[src/rtl/encoder_speed_pi_motor_drive_macros.svh]
// Assertion macros shared by the speed loop RTL.
`ifndef ENCODER_SPEED_PI_MOTOR_DRIVE_MACROS_SVH
`define ENCODER_SPEED_PI_MOTOR_DRIVE_MACROS_SVH

// Concurrent implication checked on every rising clock edge outside reset.
`define ESPMD_ASSERT(name, clk, rst, prop) \
   name: assert property (@(posedge clk) disable iff (rst) prop) \
      else $error("%m: check failed");

// A condition that must never hold outside reset.
`define ESPMD_NEVER(name, clk, rst, cond) \
   name: assert property (@(posedge clk) disable iff (rst) !(cond)) \
      else $error("%m: forbidden condition seen");

`endif

[src/rtl/espmd_pkg.sv]
// ----------------------------------------------------------------------------
// espmd_pkg
// Constants and register indexes of the encoder speed loop.
// ----------------------------------------------------------------------------
package espmd_pkg;

   localparam int CSR_IDX_W  = 3;
   localparam int CSR_DATA_W = 20;

   typedef enum logic [CSR_IDX_W-1:0] {
      CSR_PULSES_PER_REV   = 3'd0,
      CSR_KP_UV            = 3'd1,
      CSR_INT_GAIN_Q16     = 3'd2,
      CSR_VMAX_MV          = 3'd3,
      CSR_REVERSE_POLARITY = 3'd4
   } csr_index_type;

   // Speed numerator: 360 deg * 16 * 1e6 us.
   localparam logic [63:0] SPEED_NUM  = 64'd5760000000;
   localparam logic [23:0] SPEED_FULL = 24'd8388607;
   // Position scale: 360 deg * 16.
   localparam logic [19:0] POS_SCALE  = 20'd5760;
   // The drive divisor 16000 * 65536 is 125 * 2^23. A digit value below 32000
   // divided by 125 equals floor(v * 33555 / 2^22).
   localparam logic [19:0] C125_RECIP = 20'd33555;

   localparam logic [15:0] PPR_RESET  = 16'd1080;
   localparam logic [19:0] KP_RESET   = 20'd14000;
   localparam logic [15:0] IG_RESET   = 16'd1049;
   localparam logic [15:0] VMAX_RESET = 16'd11100;

endpackage

[src/rtl/espmd_if.sv]
// ----------------------------------------------------------------------------
// espmd_req_if / espmd_rsp_if
// Valid/ready channels for encoder and control transactions and their results.
// ----------------------------------------------------------------------------
interface espmd_req_if;
   logic               valid;
   logic               ready;
   logic               action;
   logic [31:0]        time_us;
   logic               channel_b;
   logic signed [23:0] target_speed;

   modport source (output valid, action, time_us, channel_b, target_speed, input ready);
   modport sink   (input valid, action, time_us, channel_b, target_speed, output ready);
endinterface

interface espmd_rsp_if #(parameter int DUTY_BITS = 10);
   logic                 valid;
   logic                 ready;
   logic                 kind;
   logic signed [31:0]   tick_total;
   logic signed [23:0]   speed_median;
   logic signed [47:0]   position_q4;
   logic signed [16:0]   drive_mv;
   logic [DUTY_BITS-1:0] duty;
   logic                 pin_a;
   logic                 pin_b;

   modport source (output valid, kind, tick_total, speed_median, position_q4, drive_mv,
                   duty, pin_a, pin_b, input ready);
   modport sink   (input valid, kind, tick_total, speed_median, position_q4, drive_mv,
                   duty, pin_a, pin_b, output ready);
endinterface

[src/rtl/encoder_speed_pi_motor_drive.sv]
// ----------------------------------------------------------------------------
// encoder_speed_pi_motor_drive
// Encoder speed and position with a PI speed controller and PWM drive.
// ----------------------------------------------------------------------------
// Edge and control results come from the 64-step restoring divider and the 8-bit
// digit steps of the divide by 125. A new transaction is accepted only in S_IDLE,
// after the last one is through. A result that waits in the output register stalls
// the next transaction only at its last step.
// Reset (synchronous, active high) restores the register defaults and zeroes loop state.
`include "encoder_speed_pi_motor_drive_macros.svh"

module encoder_speed_pi_motor_drive #(
   parameter int DUTY_BITS = 10
) (
   input  logic                                  clock,
   input  logic                                  reset,
   espmd_req_if.sink                             req_ch,
   espmd_rsp_if.source                           rsp_ch,
   input  logic                                  csr_we,
   input  logic [espmd_pkg::CSR_IDX_W-1:0]       csr_index,
   input  logic [espmd_pkg::CSR_DATA_W-1:0]      csr_wdata
);

   localparam logic [DUTY_BITS-1:0] FS = '1;

   typedef enum logic [4:0] {
      S_IDLE, S_EMUL, S_SPD, S_SPDF, S_TSUM, S_TMUL, S_TCOMB, S_MF, S_KQ, S_KR,
      S_KRD, S_KRS, S_KRF, S_DMUL, S_DDIV, S_DUTYF, S_PMUL, S_PDIV, S_POSF, S_DIV,
      S_CMUL, S_CSTEP, S_DONE
   } state_type;

   state_type state_ff, ret_ff;

   // configuration
   logic [15:0] ppr_ff, ig_ff, vmax_ff;
   logic [19:0] kp_ff;
   logic        rev_ff;

   // loop state
   logic [31:0]        last_ff, count_ff;
   logic signed [23:0] spd_last_ff, spd_prev_ff, median_ff;
   logic signed [47:0] sum_ff;

   // work registers
   logic               kind_ff, chb_ff, neg_ff;
   logic [31:0]        period_ff;
   logic signed [24:0] e_ff;
   logic [67:0]        prod_ff;
   logic [33:0]        q_ff;
   logic [22:0]        low_ff;
   logic [19:0]        klo_ff;
   logic [53:0]        kq_ff;
   logic [15:0]        mag_ff;
   logic signed [16:0] drive_ff;
   logic [DUTY_BITS-1:0] duty_ff;
   logic               pa_ff, pb_ff;
   logic signed [47:0] pos_ff;

   // shared divider
   logic [48:0] rem_ff;
   logic [63:0] quo_ff;
   logic [47:0] dsr_ff;
   logic [5:0]  dcnt_ff;

   // divide by 125, one 8-bit digit per S_CMUL/S_CSTEP pass
   logic [47:0] c_x_ff, c_q_ff;
   logic [6:0]  c_r_ff;
   logic [2:0]  ccnt_ff;

   // output register
   logic                 rv_ff, ok_ff, opa_ff, opb_ff;
   logic signed [31:0]   otick_ff;
   logic signed [23:0]   omed_ff;
   logic signed [47:0]   opos_ff;
   logic signed [16:0]   odrv_ff;
   logic [DUTY_BITS-1:0] oduty_ff;

   logic [47:0] mul_a;
   logic [19:0] mul_b;
   logic [15:0] ppr_eff;
   logic [47:0] sum_abs;
   logic [31:0] cnt_abs;
   logic [48:0] div_try;
   logic        div_ge;
   logic [14:0] c_v;

   assign ppr_eff = (ppr_ff == 16'd0) ? 16'd1 : ppr_ff;
   assign sum_abs = sum_ff[47] ? (48'd0 - sum_ff) : sum_ff;
   assign cnt_abs = count_ff[31] ? (32'd0 - count_ff) : count_ff;
   assign div_try = {rem_ff[47:0], quo_ff[63]};
   assign div_ge  = div_try >= {1'b0, dsr_ff};
   assign c_v     = {c_r_ff, c_x_ff[47:40]};

   always_comb begin
      mul_a = '0;
      mul_b = '0;
      unique case (state_ff)
         S_EMUL: begin
            mul_a = {16'd0, period_ff};
            mul_b = {4'd0, ppr_eff};
         end
         S_TMUL: begin
            mul_a = sum_abs;
            mul_b = {4'd0, ig_ff};
         end
         S_KQ: begin
            mul_a = {14'd0, q_ff};
            mul_b = kp_ff;
         end
         S_KR: begin
            mul_a = {25'd0, low_ff};
            mul_b = kp_ff;
         end
         S_KRD: begin
            mul_a = {41'd0, c_r_ff};
            mul_b = kp_ff;
         end
         S_CMUL: begin
            mul_a = {33'd0, c_v};
            mul_b = espmd_pkg::C125_RECIP;
         end
         S_DMUL: begin
            mul_a = {32'd0, vmax_ff - mag_ff};
            mul_b = {{(20-DUTY_BITS){1'b0}}, FS};
         end
         S_PMUL: begin
            mul_a = {16'd0, cnt_abs};
            mul_b = espmd_pkg::POS_SCALE;
         end
         default: begin
         end
      endcase
   end

   always_ff @(posedge clock) begin
      logic signed [23:0] v, mn, mx, lo2;
      logic [23:0]        mg;
      logic signed [48:0] s49;
      logic [63:0]        m1, m2, mm;
      logic [54:0]        mfull;
      logic [15:0]        mg16;
      logic               ng;
      logic [7:0]         qd;
      logic [14:0]        crem;
      prod_ff <= {20'd0, mul_a} * {48'd0, mul_b};
      if (reset) begin
         state_ff    <= S_IDLE;
         ret_ff      <= S_IDLE;
         ppr_ff      <= espmd_pkg::PPR_RESET;
         kp_ff       <= espmd_pkg::KP_RESET;
         ig_ff       <= espmd_pkg::IG_RESET;
         vmax_ff     <= espmd_pkg::VMAX_RESET;
         rev_ff      <= 1'b0;
         last_ff     <= '0;
         count_ff    <= '0;
         spd_last_ff <= '0;
         spd_prev_ff <= '0;
         median_ff   <= '0;
         sum_ff      <= '0;
         rv_ff       <= 1'b0;
         dcnt_ff     <= '0;
         ccnt_ff     <= '0;
      end else begin
         if (csr_we) begin
            unique case (csr_index)
               espmd_pkg::CSR_PULSES_PER_REV:   ppr_ff  <= csr_wdata[15:0];
               espmd_pkg::CSR_KP_UV:            kp_ff   <= csr_wdata;
               espmd_pkg::CSR_INT_GAIN_Q16:     ig_ff   <= csr_wdata[15:0];
               espmd_pkg::CSR_VMAX_MV:          vmax_ff <= csr_wdata[15:0];
               espmd_pkg::CSR_REVERSE_POLARITY: rev_ff  <= csr_wdata[0];
               default: begin
               end
            endcase
         end
         // In S_DONE the output register is reloaded instead of emptied.
         if (rv_ff && rsp_ch.ready && (state_ff != S_DONE)) begin
            rv_ff <= 1'b0;
         end
         unique case (state_ff)
            S_IDLE: begin
               if (req_ch.valid) begin
                  kind_ff  <= req_ch.action;
                  chb_ff   <= req_ch.channel_b;
                  drive_ff <= '0;
                  duty_ff  <= '0;
                  pa_ff    <= 1'b0;
                  pb_ff    <= 1'b0;
                  e_ff     <= 25'(req_ch.target_speed) - 25'(median_ff);
                  if (!req_ch.action) begin
                     period_ff <= req_ch.time_us - last_ff;
                     last_ff   <= req_ch.time_us;
                     count_ff  <= req_ch.channel_b ? count_ff - 32'd1 : count_ff + 32'd1;
                     state_ff  <= S_EMUL;
                  end else begin
                     state_ff <= S_TSUM;
                  end
               end
            end
            S_EMUL: state_ff <= S_SPD;
            S_SPD: begin
               if (prod_ff[47:0] == 48'd0) begin
                  quo_ff   <= {40'd0, espmd_pkg::SPEED_FULL};
                  state_ff <= S_SPDF;
               end else begin
                  rem_ff   <= '0;
                  quo_ff   <= espmd_pkg::SPEED_NUM;
                  dsr_ff   <= prod_ff[47:0];
                  ret_ff   <= S_SPDF;
                  state_ff <= S_DIV;
               end
            end
            S_SPDF: begin
               mg  = (quo_ff > {40'd0, espmd_pkg::SPEED_FULL}) ? espmd_pkg::SPEED_FULL
                                                                : quo_ff[23:0];
               v   = chb_ff ? -$signed(mg) : $signed(mg);
               mn  = (v < spd_last_ff) ? v : spd_last_ff;
               mx  = (v > spd_last_ff) ? v : spd_last_ff;
               lo2 = (mx < spd_prev_ff) ? mx : spd_prev_ff;
               median_ff   <= (mn > lo2) ? mn : lo2;
               spd_prev_ff <= spd_last_ff;
               spd_last_ff <= v;
               state_ff    <= S_PMUL;
            end
            S_TSUM: begin
               s49 = 49'(sum_ff) + 49'(e_ff);
               if (s49[48] != s49[47]) begin
                  sum_ff <= s49[48] ? {1'b1, 47'd0} : {1'b0, {47{1'b1}}};
               end else begin
                  sum_ff <= s49[47:0];
               end
               state_ff <= S_TMUL;
            end
            S_TMUL: state_ff <= S_TCOMB;
            S_TCOMB: begin
               m1 = prod_ff[63:0];
               m2 = {23'd0, (e_ff[24] ? 25'd0 - e_ff : e_ff), 16'd0};
               if (sum_ff[47] == e_ff[24]) begin
                  mm = m1 + m2;
                  neg_ff <= sum_ff[47];
               end else if (m1 >= m2) begin
                  mm = m1 - m2;
                  neg_ff <= sum_ff[47];
               end else begin
                  mm = m2 - m1;
                  neg_ff <= e_ff[24];
               end
               // Dividing by 125 * 2^23: the low 23 bits bypass the divide by 125.
               low_ff   <= mm[22:0];
               c_x_ff   <= {7'd0, mm[63:23]};
               c_r_ff   <= '0;
               ret_ff   <= S_MF;
               state_ff <= S_CMUL;
            end
            S_MF: begin
               q_ff     <= c_q_ff[33:0];
               state_ff <= S_KQ;
            end
            S_KQ: state_ff <= S_KR;
            S_KR: begin
               kq_ff    <= prod_ff[53:0];
               state_ff <= S_KRD;
            end
            S_KRD: begin
               klo_ff   <= prod_ff[42:23];
               state_ff <= S_KRS;
            end
            S_KRS: begin
               // kp times the remainder, over 2^23 and then over 125.
               c_x_ff   <= {21'd0, prod_ff[26:0]} + {28'd0, klo_ff};
               c_r_ff   <= '0;
               ret_ff   <= S_KRF;
               state_ff <= S_CMUL;
            end
            S_KRF: begin
               mfull = 55'(kq_ff) + 55'(c_q_ff);
               mg16  = (mfull > 55'(vmax_ff)) ? vmax_ff : mfull[15:0];
               ng    = neg_ff && (mg16 != 16'd0);
               mag_ff   <= mg16;
               drive_ff <= ng ? -$signed({1'b0, mg16}) : $signed({1'b0, mg16});
               pa_ff    <= !ng ^ rev_ff;
               pb_ff    <= ng ^ rev_ff;
               duty_ff  <= '0;
               state_ff <= (vmax_ff == 16'd0) ? S_PMUL : S_DMUL;
            end
            S_DMUL: state_ff <= S_DDIV;
            S_DDIV: begin
               rem_ff   <= '0;
               quo_ff   <= prod_ff[63:0];
               dsr_ff   <= {32'd0, vmax_ff};
               ret_ff   <= S_DUTYF;
               state_ff <= S_DIV;
            end
            S_DUTYF: begin
               duty_ff  <= FS - quo_ff[DUTY_BITS-1:0];
               state_ff <= S_PMUL;
            end
            S_PMUL: state_ff <= S_PDIV;
            S_PDIV: begin
               rem_ff   <= '0;
               quo_ff   <= prod_ff[63:0];
               dsr_ff   <= {32'd0, ppr_eff};
               ret_ff   <= S_POSF;
               state_ff <= S_DIV;
            end
            S_POSF: begin
               pos_ff   <= count_ff[31] ? -$signed(quo_ff[47:0]) : $signed(quo_ff[47:0]);
               state_ff <= S_DONE;
            end
            S_DIV: begin
               rem_ff  <= div_ge ? (div_try - {1'b0, dsr_ff}) : div_try;
               quo_ff  <= {quo_ff[62:0], div_ge};
               dcnt_ff <= dcnt_ff + 6'd1;
               if (dcnt_ff == 6'd63) begin
                  state_ff <= ret_ff;
               end
            end
            S_CMUL: state_ff <= S_CSTEP;
            S_CSTEP: begin
               qd   = prod_ff[29:22];
               crem = c_v - ({qd, 7'd0} - {5'd0, qd, 2'd0} + {7'd0, qd});
               c_r_ff <= crem[6:0];
               c_q_ff <= {c_q_ff[39:0], qd};
               c_x_ff <= {c_x_ff[39:0], 8'd0};
               if (ccnt_ff == 3'd5) begin
                  ccnt_ff  <= 3'd0;
                  state_ff <= ret_ff;
               end else begin
                  ccnt_ff  <= ccnt_ff + 3'd1;
                  state_ff <= S_CMUL;
               end
            end
            S_DONE: begin
               if (!rv_ff || rsp_ch.ready) begin
                  rv_ff    <= 1'b1;
                  ok_ff    <= kind_ff;
                  otick_ff <= count_ff;
                  omed_ff  <= median_ff;
                  opos_ff  <= pos_ff;
                  odrv_ff  <= drive_ff;
                  oduty_ff <= duty_ff;
                  opa_ff   <= pa_ff;
                  opb_ff   <= pb_ff;
                  state_ff <= S_IDLE;
               end
            end
            default: state_ff <= S_IDLE;
         endcase
      end
   end

   assign req_ch.ready        = (state_ff == S_IDLE);
   assign rsp_ch.valid        = rv_ff;
   assign rsp_ch.kind         = ok_ff;
   assign rsp_ch.tick_total   = otick_ff;
   assign rsp_ch.speed_median = omed_ff;
   assign rsp_ch.position_q4  = opos_ff;
   assign rsp_ch.drive_mv     = odrv_ff;
   assign rsp_ch.duty         = oduty_ff;
   assign rsp_ch.pin_a        = opa_ff;
   assign rsp_ch.pin_b        = opb_ff;

   `ESPMD_ASSERT(a_accept_busy, clock, reset, (req_ch.valid && req_ch.ready) |=> (state_ff != S_IDLE))
   `ESPMD_NEVER(a_div_count_idle, clock, reset, (dcnt_ff != 6'd0) && (state_ff != S_DIV))
   `ESPMD_NEVER(a_digit_count_idle, clock, reset, (ccnt_ff != 3'd0) && (state_ff != S_CMUL) && (state_ff != S_CSTEP))
   `ESPMD_ASSERT(a_done_loads, clock, reset, ((state_ff == S_DONE) && (!rv_ff || rsp_ch.ready)) |=> rv_ff)
   `ESPMD_NEVER(a_pins_equal, clock, reset, rv_ff && ok_ff && (opa_ff == opb_ff))

endmodule

[src/flat_wrapper.sv]
// flat-port wrapper written by rule: the top's interface ports become plain ports
module encoder_speed_pi_motor_drive_flat 
#(
   parameter int DUTY_BITS = 10
)
  (clock, reset, csr_we, csr_index, csr_wdata, req_ch_valid, req_ch_action, req_ch_time_us, req_ch_channel_b, req_ch_target_speed, req_ch_ready, rsp_ch_valid, rsp_ch_kind, rsp_ch_tick_total, rsp_ch_speed_median, rsp_ch_position_q4, rsp_ch_drive_mv, rsp_ch_duty, rsp_ch_pin_a, rsp_ch_pin_b, rsp_ch_ready);
  espmd_req_if req_ch_i ();
  espmd_rsp_if #(.DUTY_BITS(DUTY_BITS)) rsp_ch_i ();
  input  logic clock;
  input  logic reset;
  input  logic csr_we;
  input  logic [espmd_pkg::CSR_IDX_W-1:0] csr_index;
  input  logic [espmd_pkg::CSR_DATA_W-1:0] csr_wdata;
  input wire logic [$bits(req_ch_i.valid)-1:0] req_ch_valid;
  input wire logic [$bits(req_ch_i.action)-1:0] req_ch_action;
  input wire logic [$bits(req_ch_i.time_us)-1:0] req_ch_time_us;
  input wire logic [$bits(req_ch_i.channel_b)-1:0] req_ch_channel_b;
  input wire logic [$bits(req_ch_i.target_speed)-1:0] req_ch_target_speed;
  output wire logic [$bits(req_ch_i.ready)-1:0] req_ch_ready;
  output wire logic [$bits(rsp_ch_i.valid)-1:0] rsp_ch_valid;
  output wire logic [$bits(rsp_ch_i.kind)-1:0] rsp_ch_kind;
  output wire logic [$bits(rsp_ch_i.tick_total)-1:0] rsp_ch_tick_total;
  output wire logic [$bits(rsp_ch_i.speed_median)-1:0] rsp_ch_speed_median;
  output wire logic [$bits(rsp_ch_i.position_q4)-1:0] rsp_ch_position_q4;
  output wire logic [$bits(rsp_ch_i.drive_mv)-1:0] rsp_ch_drive_mv;
  output wire logic [$bits(rsp_ch_i.duty)-1:0] rsp_ch_duty;
  output wire logic [$bits(rsp_ch_i.pin_a)-1:0] rsp_ch_pin_a;
  output wire logic [$bits(rsp_ch_i.pin_b)-1:0] rsp_ch_pin_b;
  input wire logic [$bits(rsp_ch_i.ready)-1:0] rsp_ch_ready;
  assign req_ch_i.valid = req_ch_valid;
  assign req_ch_i.action = req_ch_action;
  assign req_ch_i.time_us = req_ch_time_us;
  assign req_ch_i.channel_b = req_ch_channel_b;
  assign req_ch_i.target_speed = req_ch_target_speed;
  assign req_ch_ready = req_ch_i.ready;
  assign rsp_ch_valid = rsp_ch_i.valid;
  assign rsp_ch_kind = rsp_ch_i.kind;
  assign rsp_ch_tick_total = rsp_ch_i.tick_total;
  assign rsp_ch_speed_median = rsp_ch_i.speed_median;
  assign rsp_ch_position_q4 = rsp_ch_i.position_q4;
  assign rsp_ch_drive_mv = rsp_ch_i.drive_mv;
  assign rsp_ch_duty = rsp_ch_i.duty;
  assign rsp_ch_pin_a = rsp_ch_i.pin_a;
  assign rsp_ch_pin_b = rsp_ch_i.pin_b;
  assign rsp_ch_i.ready = rsp_ch_ready;
  encoder_speed_pi_motor_drive #(.DUTY_BITS(DUTY_BITS)) u_core (.clock(clock), .reset(reset), .req_ch(req_ch_i), .rsp_ch(rsp_ch_i), .csr_we(csr_we), .csr_index(csr_index), .csr_wdata(csr_wdata));
endmodule
[config.mk]
export PLATFORM = sky130hd
export DESIGN_NAME = encoder_speed_pi_motor_drive_flat
export DESIGN_NICKNAME = d
export VERILOG_FILES = /design/src/rtl/espmd_pkg.sv /design/src/rtl/espmd_if.sv /design/src/rtl/encoder_speed_pi_motor_drive.sv /design/src/flat_wrapper.sv
export VERILOG_INCLUDE_DIRS = /design/src /design/src/rtl
export SDC_FILE = /design/constraint.sdc
export NUM_CORES = 2
export LEC_CHECK = 0
export ABC_AREA = 1
export BUFFER_PORTS_ARGS = -buffer_cell sky130_fd_sc_hd__buf_4
export CORE_ASPECT_RATIO = 0.9
export CORE_UTILIZATION = 40
export DETAILED_ROUTE_END_ITERATION = 6
export PLACE_DENSITY = 0.65
export SYNTH_ARGS = -nofsm -noshare
export SYNTH_HDL_FRONTEND = slang
export SYNTH_SLANG_ARGS = --single-unit
[constraint.sdc]
create_clock -name clock -period 11.3 [get_ports clock]
set_input_delay 1.13 -clock clock [delete_from_list [all_inputs] [get_ports clock]]
set_output_delay 1.13 -clock clock [all_outputs]
set_load 0.05 [all_outputs]
-- Word-level counts from Yosys, hierarchy flattened
Cells that the tools add are included.
- flip-flop bits (word level): 1018
- input port bits: 86
- output and inout port bits: 136
- logic and storage cells: 218
- $add $sub $neg: 24
- multipliers: 1
- $lt $le $gt $ge: 8
- equal/unequal tests: 35
- multiplexer cells: 52
- bitwise gates (word level): 4
- reduce and logical (&&, ||, !) cells: 48
- operators with widths (cell ; number):
    $pmux W48 S3 ; 3
    $pmux W48 S8 ; 1
    $mux W48 ; 7
    $pmux W64 S3 ; 1
    $mux W24 ; 6
    $mux W64 ; 2
    $pmux W20 S6 ; 1
    $pmux W5 S20 ; 1
    $add A64 B41 Y64 ; 1
    $ge A64 B41 Y1 ; 1
    $gt A64 B23 Y1 const B ; 1
    $mul A48 B20 Y64 ; 1
    $mux W32 ; 2
    $sub A41 B64 Y64 ; 1
    $sub A64 B41 Y64 ; 1
    $add A54 B48 Y55 ; 1
    $gt A55 B16 Y1 ; 1
    $add A48 B25 Y49 ; 1
    $ge A49 B48 Y1 ; 1
    $gt A24 B24 Y1 ; 2
    $logic_not A48 Y1 ; 1
    $lt A24 B24 Y1 ; 2
    $neg A48 Y48 ; 1
    $sub A1 B48 Y48 const A ; 1
    other kinds (61) ; 131

-- Depth between registers and ports, before layout
- depth in word-level cells: 10
- depth in mapped cells: 59
- gate-level depth less buffers: 58

-- Worst setup path before layout
No wires, ideal clock.
- path type: input to register
- start: in reset
- end: reg u_core.odrv_ff[0], in the netlist u_core.rsp_ch.drive_mv[0] (enable)
- library setup time: 0.791 ns
- arrival time: 10.598 ns
- required time: 10.509 ns
- path slack: -0.089 ns
- stages: 3
- path buffers: 2
- cells stage by stage: clkbuf_1 clkbuf_1 nor3_1
- word-level cells in the longest chain between the ends: 2
- ends and longest elaborated chain (what ; line ; text):
    from (decl) ; flat_wrapper.sv:10 ; input logic reset;
    $not A1 Y1 (no line) ; -- ;
    $reduce_and A3 Y1 (no line) ; -- ;
    to (signal assigned) ; encoder_speed_pi_motor_drive.sv:339 ; odrv_ff <= drive_ff;
    to (decl) ; encoder_speed_pi_motor_drive.sv:75 ; logic signed [16:0] odrv_ff;
Every way passes these cells.
A chain may end at the register's enable or synchronous reset.

-- Worst setup path after layout
- start: reg u_core.count_ff[0]
- end: reg u_core.prod_ff[53]
- word-level cells in the longest chain between the ends: 4
- ends and longest elaborated chain (what ; line ; text):
    from (decl) ; encoder_speed_pi_motor_drive.sv:40 ; logic [31:0] last_ff, count_ff;
    from (signal assigned) ; encoder_speed_pi_motor_drive.sv:192 ; count_ff <= req_ch.channel_b ? count_ff - 32'd1 : count_ff + 32'd1;
    $sub A1 B32 Y32 ; encoder_speed_pi_motor_drive.sv:89 ; assign cnt_abs = count_ff[31] ? (32'd0 - count_ff) : count_ff;
    $mux W32 * ; encoder_speed_pi_motor_drive.sv:89 ;
    $pmux W48 S8 * ; encoder_speed_pi_motor_drive.sv:97 ; unique case (state_ff)
    $mul A48 B20 Y64 * ; encoder_speed_pi_motor_drive.sv:145 ; prod_ff <= {20'd0, mul_a} * {48'd0, mul_b};
    to (signal assigned) ; encoder_speed_pi_motor_drive.sv:145 ;
    to (decl) ; encoder_speed_pi_motor_drive.sv:48 ; logic [67:0] prod_ff;
Mark *: on every way between the ends. The rest lies on a longest branch, timed or not.

==> results.ini <==
[status]
outcome=finished, final reports clean

[sta]
fmax_mhz=93.8
tns_ns=0
relSlewSlack=0.0183
period_needed_ns=10.67
finClkSkew_ns=0.108
slew_violations=0
whs_ns=0.410
hold_violations=0
min_period_over_period=0.944
fin_ws_ns=0.634
setup_viol=0
worst_pin_slew_ns=1.46

[route]
via_per_inst=5.50
drtIter0Drc=10800
vias=86200
ant_nets=0
finalWirelength_um=367000
first_pass_iters=6
drcViolationCount=0
avgRoutedWirePerCell_um=23.4

[synthesis]
synth_cells=12200
ys_seq_area_frac=0.284
synth_top_area_cell=edfxtp_1
ys_warn_count=0
netlist.area_leader.share=0.214
synth.most_common_cell=nand2_1
synth-edff-count=681
synth_cell_types=70
synth_ff_type=edfxtp_1
netlist_area_sq_um=95600
async_flop_share=0
synth_top_cells_by_area=edfxtp_1 (21%), fa_1 (17%), nand2_1 (9.9%), inv_1 (9.0%), ha_1 (7.8%)
synth.avg_cell_area_sq_um=7.84
synth_common_cells=nand2_1 (2,523), inv_1 (2,294), nor2_1 (1,159)
ys_seq_elements=1018

[setup_path]
slowest_delay_ns=0.57
cp_slowest_cell=fa_1
startpoint_type=flop
cp_common_cell=inv_1
cp-end-kind=flop
critPathMaxFanout=15
crit_start=u_core.count_ff[0]
critPathRequiredTime_ns=11.91
path_class=reg2reg
reg2regPathDepth=42
r2r_setup_slack_ns=0.63
r2r_start=u_core.count_ff[0]
critical_path_arrival_ns=11.28
r2r-end=u_core.prod_ff[53]

[cts]
htree_num_levels=3
clk_latency_ns=0.84
cts_setup_buffers=0
cts_buffer_depth=3
cts-buffers-inserted=107
root_buffer=clkbuf_16
clock_sinks=1018
cts.clk_slew.worst_paths_ns=0.06
ctsResizeCount=0
cts_tree=done
holdBufCountCts=0

[global_routing]
grt.overflow.total=0
grt_start_max_net_pins=113
antenna_found_initial=25
grt_first_pass_wirelength_um=539000
grt_pass1_vias=81100
grtUsageTotal=0.302

[pwr]
p_per_area_nw_per_um2=185
ir_drop_mv=0.150
cellLeakagePower_nw=47.9

[placed_design]
dp.final_hpwl_um=295000
portBuffers=221
dp_slack_ns=0.635
place_congestion=1.08

[worst_hold_path]
min_from=u_core.pos_ff[18]
whs_endpoint=u_core.rsp_ch.position_q4[18]
worstHoldPathCells=0
hold_path_class=reg2reg

[die]
dieArea_sq_um=241000
fp-row-count=169
ios=222
initial_core_util=0.404
die_h_um=466
die_x_um=517
coreArea_sq_um=237000

[final_layout]
layout-drive-gt1-share=0.0616
synthToLayoutAreaGrowth_pct=10.4
utilization=0.446
nets=13900

[flow_run]
maxCapViolCount=0

-- area by class of cell --
cell class                 instances  area (sq um)
antenna                            8          20.0
clock buffer                     125          2840
clock inverter                    77          1010
fill                           23600        131000
inverter                        2330          8760
multi-input combinational       8520         58600
sequential                      1018         27200
tap                             3163          3960
timing repair buffer             423          3190
-- power breakdown --
part           total [mW]  leakage [nW]  internal [mW]  switching [mW]
clock network        3.91          1.82           2.19            1.71
logic                10.3          37.1           2.98            7.32
registers            5.27          8.97           4.66           0.617
-- logic make-up (layout without fill, tap and decap cells) --
family,count (synthesis),in the layout,synth area share
other cells,2,54,0.0000785
compound gates,2133,2133,0.125
fa+ha+maj,1427,1427,0.252
flops,1018,1018,0.284
xor+xnor,410,410,0.0375
mux,1,1,0.000105
simple gates,4503,4503,0.194
buf+inv,2709,2955,0.107
-- flip-flops by register name, indices dropped and copies added (netlist names), 48 cells and up --
register / flops
u_core.c_x_ff: 48
u_core.rem_ff: 48
u_core.dsr_ff: 48
u_core.kq_ff: 54
u_core.sum_ff: 48
u_core.prod_ff: 64
u_core.quo_ff: 64
u_core.rsp_ch.position_q4: 48
u_core.pos_ff: 48
u_core.c_q_ff: 48
-- worst max path at each step --
| stage | endpoint | depth (start not counted) |
|---|---|---|
| 2_1_floorplan | u_core.prod_ff[46] | 51 |
| 3_3_place_gp | u_core.prod_ff[61] | 43 |
| 3_5_place_dp | u_core.prod_ff[53] | 43 |
| 4_1_cts | u_core.prod_ff[62] | 41 |
| 5_1_grt | u_core.prod_ff[50] | 53 |
| 6_report | u_core.prod_ff[53] | 42 |
-- worst max-delay path, delay by kind of cell (launching register included) --
family	cells	cell delay, ns
adder cells (fa/ha/maj)	9	3.99
AND/OR/NAND/NOR	13	2.82
buffers and inverters	12	1.57
AO/OA/AOI/OAI	7	1.52
flip-flops	1	0.37
XOR/XNOR	1	0.16
-- placed cells by master (no fill, tap or decap), types with 20 or more instances in the layout --
| master | n |
|---|---|
| nor2_1 | 1140 |
| fa_1 | 834 |
| a31oi_1 | 91 |
| or2_2 | 29 |
| clkbuf_16 | 109 |
| o21bai_1 | 36 |
| clkinv_1 | 22 |
| buf_4 | 422 |
| inv_1 | 2292 |
| nand4_1 | 109 |
| conb_1 | 46 |
| nor3_2 | 20 |
| a221oi_1 | 22 |
| a21o_1 | 21 |
| a21oi_1 | 917 |
| nor4_1 | 61 |
| nor2_2 | 30 |
| inv_2 | 27 |
| nand3b_1 | 23 |
| o221ai_1 | 61 |
| nand3_1 | 324 |
| nor3_1 | 149 |
| xnor2_1 | 124 |
| o21ai_0 | 726 |
| o22ai_1 | 30 |
| ha_1 | 592 |
| o211ai_1 | 38 |
| o31ai_1 | 21 |
| a211oi_1 | 20 |
| o21a_1 | 45 |
| nand2_1 | 2522 |
| edfxtp_1 | 681 |
| and2_1 | 32 |
| xor2_1 | 286 |
| dfxtp_1 | 336 |
-- metrics by stage --
stage	total power, mW	cell area, sq um	cells
3_3_place_gp	15.2	102000	15500
6_report	19.5	106000	15700
3_5_place_dp	15.2	102000	15500
4_1_cts	19.1	105000	15700
2_1_floorplan	11.4	95800	12200
5_1_grt	20.4	106000	15700
-- routing by layer --
metal / up-vias / part of all wire / track usage
met5: - / 0.00072 / 0.00457
met1: 41700 / 0.43 / 0.429
met3: 696 / 0.12 / 0.0832
met2: 4394 / 0.41 / 0.427
li1: 39400 / - / -
met4: 18 / 0.046 / 0.122
(Power assumes the default switching activity.)
